--- src/sv/sm3_pkg.sv ---
// ----------------------------------------------------------------------------
// sm3_pkg
// Shared types, constants and round functions of the SM3 hash engine.
// ----------------------------------------------------------------------------
package sm3_pkg;

	typedef logic [31:0] word_t;

	localparam word_t IV0 = 32'h7380166F;
	localparam word_t IV1 = 32'h4914B2B9;
	localparam word_t IV2 = 32'h172442D7;
	localparam word_t IV3 = 32'hDA8A0600;
	localparam word_t IV4 = 32'hA96F30BC;
	localparam word_t IV5 = 32'h163138AA;
	localparam word_t IV6 = 32'hE38DEE4D;
	localparam word_t IV7 = 32'hB0FB0E4E;
	localparam word_t T_LO = 32'h79CC4519;
	localparam word_t T_HI = 32'h7A879D8A;
	localparam logic [7:0] PAD_BYTE = 8'h80;

	function automatic word_t rotl(input word_t x, input logic [4:0] n);
		logic [63:0] d;
		d = {x, x} << n;
		return d[63:32];
	endfunction

	function automatic word_t perm0(input word_t x);
		return x ^ {x[22:0], x[31:23]} ^ {x[14:0], x[31:15]};
	endfunction

	function automatic word_t perm1(input word_t x);
		return x ^ {x[16:0], x[31:17]} ^ {x[8:0], x[31:9]};
	endfunction

	function automatic word_t iv_word(input logic [2:0] i);
		word_t r;
		unique case (i)
			3'd0: r = IV0;
			3'd1: r = IV1;
			3'd2: r = IV2;
			3'd3: r = IV3;
			3'd4: r = IV4;
			3'd5: r = IV5;
			3'd6: r = IV6;
			default: r = IV7;
		endcase
		return r;
	endfunction

endpackage

--- src/sv/sm3_if.sv ---
// ----------------------------------------------------------------------------
// sm3_in_if / sm3_out_if
// Valid/ready channels of the SM3 hash engine.
// ----------------------------------------------------------------------------
interface sm3_in_if;
	logic       valid;
	logic       ready;
	logic [7:0] data_byte;
	logic       byte_present;
	logic       end_of_message;
	modport source (output valid, data_byte, byte_present, end_of_message, input ready);
	modport sink (input valid, data_byte, byte_present, end_of_message, output ready);
endinterface

interface sm3_out_if;
	logic        valid;
	logic        ready;
	logic [31:0] digest_word;
	logic [2:0]  word_index;
	logic        last_word;
	modport source (output valid, digest_word, word_index, last_word, input ready);
	modport sink (input valid, digest_word, word_index, last_word, output ready);
endinterface

--- src/sv/sm3_ram.sv ---
// ----------------------------------------------------------------------------
// sm3_ram
// Generic single-port-write, one-read synchronous RAM, registered read.
// ----------------------------------------------------------------------------
module sm3_ram #(
	parameter int Width = 32,
	parameter int Depth = 16
) (
	input  logic                     clk,
	input  logic                     we,
	input  logic [$clog2(Depth)-1:0] waddr,
	input  logic [Width-1:0]         wdata,
	input  logic [$clog2(Depth)-1:0] raddr,
	output logic [Width-1:0]         rdata
);
	logic [Width-1:0] mem_q [Depth];

	always_ff @(posedge clk) begin
		if (we) begin
			mem_q[waddr] <= wdata;
		end
		rdata <= mem_q[raddr];
	end
endmodule

--- src/sv/sm3_hash_engine.sv ---
// ----------------------------------------------------------------------------
// sm3_hash_engine
// SM3 (256-bit) hash of a byte stream.
// ----------------------------------------------------------------------------
// Usage:
//  in  channel: one word per byte (data_byte, byte_present, end_of_message).
//      A word with neither flag set is dropped. end_of_message pads the
//      message (0x80, zeros, 64-bit bit length) and starts the digest.
//  out channel: eight digest words, word_index 0 (most significant) first,
//      last_word on the eighth.
// Timing: a byte word is taken while the engine is idle. A byte
//  closing a 64-byte block adds its compression with the input held off:
//  the block memory is streamed into the schedule line, 64 rounds run
//  at one per cycle, then the result folds into the chain value.
//  An end word adds the padding fill from the block word that takes the pad
//  byte (after that block's compression when the end word's byte closes a
//  block), one or two compressions, then 8 output words at one per cycle
//  while the receiver is ready.
// Reset: chain value returns to the IV, byte count clears; the block memory
//  needs no clearing (each word is written before it is read).
// Stall: while digest words wait, no new input word is taken; the result
//  register holds its word until the receiver takes it.
// ----------------------------------------------------------------------------
module sm3_hash_engine
	import sm3_pkg::*;
(
	input  logic clk,
	input  logic arst_n,
	sm3_in_if.sink    in_ch,
	sm3_out_if.source out_ch
);
	localparam logic [2:0] S_IDLE = 3'd0;
	localparam logic [2:0] S_PAD  = 3'd1;
	localparam logic [2:0] S_LOAD = 3'd2;
	localparam logic [2:0] S_RND  = 3'd3;
	localparam logic [2:0] S_FIN  = 3'd4;
	localparam logic [2:0] S_OUT  = 3'd5;

	logic [2:0]  state_q;
	logic [60:0] byte_total_q;
	word_t       cv_q [8];
	word_t       r_q [8];
	word_t       acc_q;        // word being assembled
	logic        fin_q;        // current block is the final one
	logic        pad2_q;       // another block follows before the length one
	logic [5:0]  cnt_q;        // fill / load index, round index
	logic        ph_q;         // load phase: block memory read data valid
	logic [2:0]  oidx_q;
	logic        ovalid_q;
	word_t       bits_hi_q, bits_lo_q;
	// 16-word sliding schedule: w[j..j+15] kept in a shift line
	word_t       w_q [16];

	// block memory
	logic        bm_we;
	logic [3:0]  bm_waddr, bm_raddr;
	word_t       bm_wdata, bm_rdata;

	sm3_ram #(.Width(32), .Depth(16)) u_blk (
		.clk(clk), .we(bm_we), .waddr(bm_waddr), .wdata(bm_wdata),
		.raddr(bm_raddr), .rdata(bm_rdata)
	);

	logic [5:0] pos;
	assign pos = byte_total_q[5:0];

	// byte merge into assembled word
	function automatic word_t merge(input word_t a, input logic [1:0] p, input logic [7:0] b);
		word_t r;
		r = (p == 2'd0) ? 32'd0 : a;
		r[(3 - p) * 8 +: 8] = b;
		return r;
	endfunction

	logic  take;
	word_t acc_n;
	assign in_ch.ready = (state_q == S_IDLE);
	assign take = in_ch.valid && in_ch.ready;
	assign acc_n = merge(acc_q, pos[1:0], in_ch.data_byte);

	// round datapath
	logic  hi;
	word_t t_c, a12, ss1, ss2, ff, gg, tt1, tt2, wnext;
	assign hi    = (cnt_q >= 6'd16);
	assign t_c   = rotl(hi ? T_HI : T_LO, cnt_q[4:0]);
	assign a12   = rotl(r_q[0], 5'd12);
	assign ss1   = rotl(a12 + r_q[4] + t_c, 5'd7);
	assign ss2   = ss1 ^ a12;
	assign ff    = hi ? ((r_q[0] & r_q[1]) | (r_q[0] & r_q[2]) | (r_q[1] & r_q[2]))
	                  : (r_q[0] ^ r_q[1] ^ r_q[2]);
	assign gg    = hi ? ((r_q[4] & r_q[5]) | (~r_q[4] & r_q[6]))
	                  : (r_q[4] ^ r_q[5] ^ r_q[6]);
	assign tt1   = ff + r_q[3] + ss2 + (w_q[0] ^ w_q[4]);
	assign tt2   = gg + r_q[7] + ss1 + w_q[0];
	assign wnext = perm1(w_q[0] ^ w_q[7] ^ rotl(w_q[13], 5'd15))
	               ^ rotl(w_q[3], 5'd7) ^ w_q[10];

	// block memory port control
	always_comb begin
		bm_we    = 1'b0;
		bm_waddr = pos[5:2];
		bm_wdata = acc_n;
		bm_raddr = cnt_q[3:0];
		if (state_q == S_IDLE && take && in_ch.byte_present && pos[1:0] == 2'd3) begin
			bm_we = 1'b1;
		end else if (state_q == S_PAD) begin
			bm_we    = 1'b1;
			bm_waddr = cnt_q[3:0];
			bm_wdata = acc_q;
			if (!pad2_q && cnt_q[3:0] == 4'd14) bm_wdata = bits_hi_q;
			if (!pad2_q && cnt_q[3:0] == 4'd15) bm_wdata = bits_lo_q;
		end
	end

	always_ff @(posedge clk or negedge arst_n) begin
		if (!arst_n) begin
			state_q      <= S_IDLE;
			byte_total_q <= '0;
			cnt_q        <= '0;
			ph_q         <= 1'b0;
			fin_q        <= 1'b0;
			pad2_q       <= 1'b0;
			oidx_q       <= '0;
			ovalid_q     <= 1'b0;
			for (int i = 0; i < 8; i++) cv_q[i] <= iv_word(3'(i));
		end else begin
			unique case (state_q)
				S_IDLE: begin
					if (take) begin
						logic [60:0] tot;
						logic [5:0]  p;
						word_t       a;
						tot = byte_total_q;
						a   = acc_q;
						if (in_ch.byte_present) begin
							a   = acc_n;
							tot = byte_total_q + 61'd1;
						end
						byte_total_q <= tot;
						p            = tot[5:0];
						if (in_ch.end_of_message) begin
							bits_hi_q <= tot[60:29];
							bits_lo_q <= {tot[28:0], 3'b000};
							cnt_q     <= {2'b00, p[5:2]};
							acc_q     <= merge(a, p[1:0], PAD_BYTE);
							if (in_ch.byte_present && pos == 6'd63) begin
								// end byte closes a block: compress it, pad a fresh one
								fin_q   <= 1'b0;
								pad2_q  <= 1'b1;
								state_q <= S_LOAD;
							end else begin
								pad2_q  <= (p > 6'd55);
								state_q <= S_PAD;
							end
						end else begin
							acc_q <= a;
							if (in_ch.byte_present && pos == 6'd63) begin
								fin_q   <= 1'b0;
								cnt_q   <= '0;
								state_q <= S_LOAD;
							end
						end
					end
				end
				S_PAD: begin
					acc_q <= '0;
					if (cnt_q[3:0] == 4'd15) begin
						fin_q   <= !pad2_q;
						cnt_q   <= '0;
						state_q <= S_LOAD;
					end else begin
						cnt_q <= cnt_q + 6'd1;
					end
				end
				S_LOAD: begin
					// registered read: data for address cnt-1 arrives now
					if (ph_q) begin
						for (int i = 0; i < 15; i++) w_q[i] <= w_q[i + 1];
						w_q[15] <= bm_rdata;
					end
					ph_q <= 1'b1;
					if (cnt_q == 6'd16) begin
						cnt_q <= '0;
						ph_q  <= 1'b0;
						for (int i = 0; i < 8; i++) r_q[i] <= cv_q[i];
						state_q <= S_RND;
					end else begin
						cnt_q <= cnt_q + 6'd1;
					end
				end
				S_RND: begin
					r_q[3] <= r_q[2];
					r_q[2] <= rotl(r_q[1], 5'd9);
					r_q[1] <= r_q[0];
					r_q[0] <= tt1;
					r_q[7] <= r_q[6];
					r_q[6] <= rotl(r_q[5], 5'd19);
					r_q[5] <= r_q[4];
					r_q[4] <= perm0(tt2);
					for (int i = 0; i < 15; i++) w_q[i] <= w_q[i + 1];
					w_q[15] <= wnext;
					cnt_q <= cnt_q + 6'd1;
					if (cnt_q == 6'd63) state_q <= S_FIN;
				end
				S_FIN: begin
					for (int i = 0; i < 8; i++) cv_q[i] <= cv_q[i] ^ r_q[i];
					cnt_q <= '0;
					if (fin_q) begin
						oidx_q   <= '0;
						ovalid_q <= 1'b1;
						state_q  <= S_OUT;
					end else if (pad2_q) begin
						pad2_q  <= 1'b0;
						state_q <= S_PAD;
					end else begin
						state_q <= S_IDLE;
					end
				end
				S_OUT: begin
					if (out_ch.ready) begin
						oidx_q <= oidx_q + 3'd1;
						if (oidx_q == 3'd7) begin
							ovalid_q     <= 1'b0;
							byte_total_q <= '0;
							for (int i = 0; i < 8; i++) cv_q[i] <= iv_word(3'(i));
							state_q <= S_IDLE;
						end
					end
				end
				default: state_q <= S_IDLE;
			endcase
		end
	end

	assign out_ch.valid       = ovalid_q;
	assign out_ch.digest_word = cv_q[oidx_q];
	assign out_ch.word_index  = oidx_q;
	assign out_ch.last_word   = (oidx_q == 3'd7);
endmodule
--- src/flat_wrapper.sv ---
// flat-port wrapper written by rule: the top's interface ports become plain ports
module sm3_hash_engine_flat import sm3_pkg::*;
  (clk, arst_n, in_ch_valid, in_ch_data_byte, in_ch_byte_present, in_ch_end_of_message, in_ch_ready, out_ch_valid, out_ch_digest_word, out_ch_word_index, out_ch_last_word, out_ch_ready);
  sm3_in_if in_ch_i ();
  sm3_out_if out_ch_i ();
  input  logic clk;
  input  logic arst_n;
  input wire logic [$bits(in_ch_i.valid)-1:0] in_ch_valid;
  input wire logic [$bits(in_ch_i.data_byte)-1:0] in_ch_data_byte;
  input wire logic [$bits(in_ch_i.byte_present)-1:0] in_ch_byte_present;
  input wire logic [$bits(in_ch_i.end_of_message)-1:0] in_ch_end_of_message;
  output wire logic [$bits(in_ch_i.ready)-1:0] in_ch_ready;
  output wire logic [$bits(out_ch_i.valid)-1:0] out_ch_valid;
  output wire logic [$bits(out_ch_i.digest_word)-1:0] out_ch_digest_word;
  output wire logic [$bits(out_ch_i.word_index)-1:0] out_ch_word_index;
  output wire logic [$bits(out_ch_i.last_word)-1:0] out_ch_last_word;
  input wire logic [$bits(out_ch_i.ready)-1:0] out_ch_ready;
  assign in_ch_i.valid = in_ch_valid;
  assign in_ch_i.data_byte = in_ch_data_byte;
  assign in_ch_i.byte_present = in_ch_byte_present;
  assign in_ch_i.end_of_message = in_ch_end_of_message;
  assign in_ch_ready = in_ch_i.ready;
  assign out_ch_valid = out_ch_i.valid;
  assign out_ch_digest_word = out_ch_i.digest_word;
  assign out_ch_word_index = out_ch_i.word_index;
  assign out_ch_last_word = out_ch_i.last_word;
  assign out_ch_i.ready = out_ch_ready;
  sm3_hash_engine u_core (.clk(clk), .arst_n(arst_n), .in_ch(in_ch_i), .out_ch(out_ch_i));
endmodule
--- config.mk ---
export PLATFORM = sky130hd
export DESIGN_NAME = sm3_hash_engine_flat
export DESIGN_NICKNAME = d
export VERILOG_FILES = /design/src/sv/sm3_pkg.sv /design/src/sv/sm3_if.sv /design/src/sv/sm3_ram.sv /design/src/sv/sm3_hash_engine.sv /design/src/flat_wrapper.sv
export SDC_FILE = /design/constraint.sdc
export NUM_CORES = 2
export LEC_CHECK = 0
export BUFFER_PORTS_ARGS = -buffer_cell sky130_fd_sc_hd__buf_2
export CAP_MARGIN = 25
export CELL_PAD_IN_SITES_DETAIL_PLACEMENT = 0
export CELL_PAD_IN_SITES_GLOBAL_PLACEMENT = 2
export CORE_MARGIN = 4
export CORE_UTILIZATION = 46
export CTS_BUF_LIST = sky130_fd_sc_hd__clkbuf_16
export DETAILED_ROUTE_END_ITERATION = 16
export PLACE_DENSITY = 0.87
export SLEW_MARGIN = 0
export SYNTH_ARGS = -nofsm -noshare
export SYNTH_HDL_FRONTEND = slang
export SYNTH_SLANG_ARGS = --single-unit
--- constraint.sdc ---
create_clock -name clk -period 20.9 [get_ports clk]
set_input_delay 3.135 -clock clk [delete_from_list [all_inputs] [get_ports clk]]
set_output_delay 3.135 -clock clk [all_outputs]
set_load 0.005 [all_outputs]
## Yosys cells after proc, flatten, opt, wreduce, memory -nomap -nowiden

Memory sizes are Yosys's and may differ from the RTL's. A register that Yosys moved wholly into a read port is not among the register bits.
Cells that the tools add are included.

- Add/subtract/negate cells: 15
- Magnitude comparators: 3
- Eq/ne operators: 23
- Shifts and indexed selects: 5
- Muxes and demuxes: 103
- Bitwise gates (word level): 56
- Reductions and logical operators: 29

Operators by type and width:

| cell | count |
|---|---|
| $mux 32 | 39 |
| $xor 32x32->32 | 22 |
| $mux 256 | 2 |
| $pmux 256 s2 | 1 |
| $mux 61 | 6 |
| $add 32x32->32 | 8 |
| $and 32x32->32 | 5 |
| $pmux 61 s2 | 1 |
| $bmux 32 s3 | 1 |
| $or 32x32->32 | 3 |
| $neg 32->34 | 2 |
| $shift 8x34->32 const A | 2 |
| $bwmux 32 | 2 |
| $pmux 32 s2 | 1 |
| $shl 64x5->64 | 1 |
| $add 61x1->61 const B | 1 |
| $shiftx 8x34->32 | 1 |
| $shiftx 8x34->32 const A | 1 |
| $mux 3 | 11 |
| $not 32->32 | 1 |
| $mux 6 | 5 |
| $pmux 6 s5 | 1 |
| $mux 26 | 1 |
| $mux 1 | 24 |
| other kinds (32) | 92 |

- Register bits after elaboration: 426
- RAM bits: 1280
- Output and inout bits: 38
- Word-level logic and storage cells: 256
- Memories: 3

Memories:

| name | depth | width | rd ports | clocked after Yosys merged registers in | write ports | line | text |
|---|---|---|---|---|---|---|---|
| u_core.u_blk.mem_q | 16 | 32 | 1 | 1 | 1 | sm3_ram.sv:16 | `logic [Width-1:0] mem_q [Depth];` |
| u_core.w_q | 16 | 32 | 16 | 0 | 16 | sm3_hash_engine.sv:52 | `word_t w_q [16];` |
| u_core.r_q | 8 | 32 | 8 | 0 | 8 | sm3_hash_engine.sv:42 | `word_t r_q [8];` |

## Longest topological paths before layout

- Depth in word-level cells: 12
- Depth in mapped cells: 42

## By module

Synthesis repeated with hierarchy kept, for this count alone.

- Cells, all modules: 6431
- Area total of the unflattened synthesis: 83237.3 sq um

Modules (own cells, without submodules):

| module | instances | cells an instance | area an instance (sq um) | sequential area each (sq um) |
|---|---|---|---|---|
| sm3_hash_engine | 1 | 5593 | 63402.1 | 34336.7 |
| sm3_ram | 1 | 838 | 19835.3 | 16015.4 |

## Worst setup path after synthesis

No wires, ideal clock.

- Path kind: input -> register
- From: input arst_n
- To: memory u_core.r_q[0][0] (netlist bit) (enable)
- Library setup time: 0.960 ns
- Arrival: 15.514 ns
- Required time: 19.940 ns
- Path slack: 4.426 ns
- Stages on the path: 2
- Path buffers: 0
- Path through: nand2_1 -> a21oi_1

RTL lines:

| element | line | text |
|---|---|---|
| from (decl) | flat_wrapper.sv:7 | `input logic arst_n;` |
| to (decl) | sm3_hash_engine.sv:42 |  |

==> metrics.yaml <==
outcome: "completed"
cts_sinks: 1738
initial_core_util_pct: 46.5
core.rowCount: 155
cts_buffers: 175
synth_edf_count: 1373
period_needed_ps: 11150
grt_max_degree: 142
grt_pass1_vias: 48600
wl_per_cell_um: 27.8
cap_viol_max_count: 0
synthCells: 6118
grt_usage_pct: 25.6
cts_tree: "built"
synth_top_cell_by_area: "edfxtp_1"
place.gp.congestion: 0.949
grt_pass1_wl_um: 348000
clock_skew_ps: 78.6
drv_slew: 0
h-tree-depth: 4
rsz0062_at_grt: "false"
grt.overflow.total: 0
hold_path_class: "reg -> reg"
clock-root-buffer: "clkbuf_16"
post_cts_resized: 0
arrival_ps: 11690
cts_setup_buffers: 0
end_kind: "flip-flop"
fp.dieW_um: 434
clock_path_buffers: 3
hold_viol_final: 0
place_hpwl_um: 167000
synth.distinct_cells: 88
dieArea_um2: 188000
synth_fp_nets: 6428
port_buffers: 51
vias: 49900
ys_warn_count: 0
die_h_um: 434
ys.flop_type: "edfxtp_1"
antenna_found_initial: 13
worst_path_most_repeated_cell: "o21ai_0"
route.detailed.drc: 0
worstPathMaxFanout: 79
synthTopCellsByArea: "edfxtp_1 (49%), dfrtp_1 (6.4%), mux4_2 (6.1%), fa_1 (4.5%), xnor2_1 (3.8%)"
worst_path_max_delay_cell: "dfrtp_4"
syn_area_per_cell_um2: 13.6
final.setup.tns_ps: 0
synth_area_um2: 83400
ys_seq_elements: 1738
relSlewSlack_pct: 15.6
via_per_inst: 5.75
areaGrowthSynthToFinish_pct: 10.9
synth_seq_area_share_pct: 60.4
core-area_um2: 179000
dr.pass1.iters: 5
layout-drive-gt1-share_pct: 16.0
fmax_mhz: 89.7
first_iter_violations: 5554
worstSetupPathType: "reg -> reg"
required_ps: 21440
yosysTopAreaCellShare_pct: 49.5
totalWireLength_um: 241000
pin_count: 52
clk_latency_ps: 840
crit_path_start_kind: "flip-flop"
setup_viol_count_final: 0
critical_path.max_stage_delay_ps: 1120
finalCritPeriodShare_pct: 53.3
nFillCells: 14900
clk_pin_slew_worst_paths_ps: 70
ant_nets: 0
cts_hold_buf: 0
nets: 6483
tightest_slew_ps: 1270
synth-async-reset-ratio_pct: 19.2
-- synthesized netlist by cell type (all sizes together) (7+ instances only) --
| cell | count |
|---|---|
| o21bai | 14 |
| xor2 | 364 |
| nand4 | 15 |
| mux2i | 69 |
| a31oi | 38 |
| xnor2 | 366 |
| o31ai | 24 |
| nor2b | 12 |
| or3 | 7 |
| nand2 | 737 |
| dfxtp | 32 |
| a22oi | 32 |
| o21a | 15 |
| a211oi | 30 |
| nand2b | 14 |
| nor3 | 57 |
| nand3 | 111 |
| dfstp | 119 |
| a21oi | 196 |
| o21ai | 378 |
| dfrtp | 214 |
| ha | 108 |
| clkbuf | 228 |
| edfxtp | 1373 |
| a21o | 44 |
| o22ai | 14 |
| and3 | 24 |
| mux2 | 188 |
| inv | 316 |
| and2 | 17 |
| buf | 55 |
| nor2 | 340 |
| a221oi | 32 |
| o211ai | 20 |
| fa | 188 |
| a22o | 22 |
| mux4 | 224 |
-- worst max-delay path, delay by kind of cell, from the launching register on --
kind,cells,cell delay (ps)
DFF,1,1120
buffers and inverters,4,980
xor gates and xnor gates,3,750
adders and majority gates,7,2560
AOI/OAI and AO/OA,18,4930
and+or+nand+nor,1,120
muxes,1,260
-- state kept, by name (all words and copies together), names as in the netlist --
register / count
u_core.r_q: 256
u_core.cnt_q: 6
u_core.bits_hi_q: 32
u_core.byte_total_q: 61
u_core.ph_q: 1
u_core.bits_lo_q: 29
u_core.pad2_q: 1
u_core.out_ch.valid: 1
u_core.u_blk.rdata: 32
u_core.fin_q: 1
u_core.state_q: 3
u_core.u_blk.mem_q: 512
u_core.w_q: 512
u_core.acc_q: 32
u_core.cv_q: 256
u_core.out_ch.word_index: 3
-- per-layer routing --
layer	share of wire (%)	track usage, %
met3	6.6	4.11
met4	3.3	7.69
met2	48	41.0
met5	0	0
met1	42	36.4
-- cells in the final DEF, fill, tap and decap left out, types with 17 or more instances in the layout --
master	count
edfxtp_1	1373
nand2_1	733
xnor2_1	363
xor2_1	363
o21ai_0	362
inv_1	360
nor2_1	321
mux4_2	224
dfrtp_1	206
a21oi_1	190
mux2_2	188
fa_1	188
clkbuf_16	175
dfstp_2	119
nand3_1	111
ha_1	108
buf_4	105
mux2i_1	69
nor3_1	52
buf_2	51
a21o_1	41
clkinv_1	41
a31oi_1	37
a22oi_1	32
a221oi_1	32
dfxtp_1	32
a211oi_1	28
clkinv_2	26
and3_1	23
a22o_1	22
o31ai_1	21
o211ai_1	20
bufinv_16	17
-- final timing paths --
| kind | start | end | slack (ps) | cells past startpoint |
|---|---|---|---|---|
| worst min register to register | u_core.w_q[9][10] | u_core.w_q[8][10] | 390 | 0 |
| min in group asynchronous | arst_n | u_core.byte_total_q[57] | 2210 | 1 |
| max in group asynchronous | arst_n | u_core.cv_q[209] | 15880 | 4 |
| worst max-delay path | u_core.cnt_q[1] | u_core.r_q[0][31] | 9750 | 34 |
| worst min-delay path | u_core.w_q[9][10] | u_core.w_q[8][10] | 390 | 0 |
| worst max register to register | u_core.cnt_q[1] | u_core.r_q[0][31] | 9750 | 34 |
-- kinds of logic after synthesis --
kind of cell,count (synthesis),synth area share (%)
compound gates,903,6.60
xor+xnor,734,7.83
fa+ha+maj,296,6.14
buf+inv,599,2.70
flops,1738,60.4
mux,481,9.42
simple gates,1367,6.91
-- through the flow --
stage | worst slack (ps) | instance area, µm² | cells | utilization (%) | hold slack [ps]
after global routing | 8860 | 92400 | 8677 | 51.5 | 397
after global placement | 10020 | 86500 | 8333 | 48.2 | 400
final | 9750 | 92400 | 8680 | 51.5 | 392
after detailed placement | 9960 | 86500 | 8344 | 48.2 | 405
after floorplan | 4430 | 83400 | 6118 | - | 400
after CTS | 9910 | 92300 | 8669 | 51.5 | 390
-- cell type report --
class	instances	area [µm²]	share of cell area (%)
clock inverters	150	1410	1.53
flip-flops and latches	1738	50400	54.5
well taps	2355	2950	3.19
multi-input cells	3781	31000	33.5
repair buffers	161	1150	1.24
clock buffers	175	4380	4.74
diodes	4	10.0	0.0108
inverters	316	1190	1.29
Power is not shown: default switching activity piles up to over one toggle a cycle in this logic, so the estimate is an artifact.
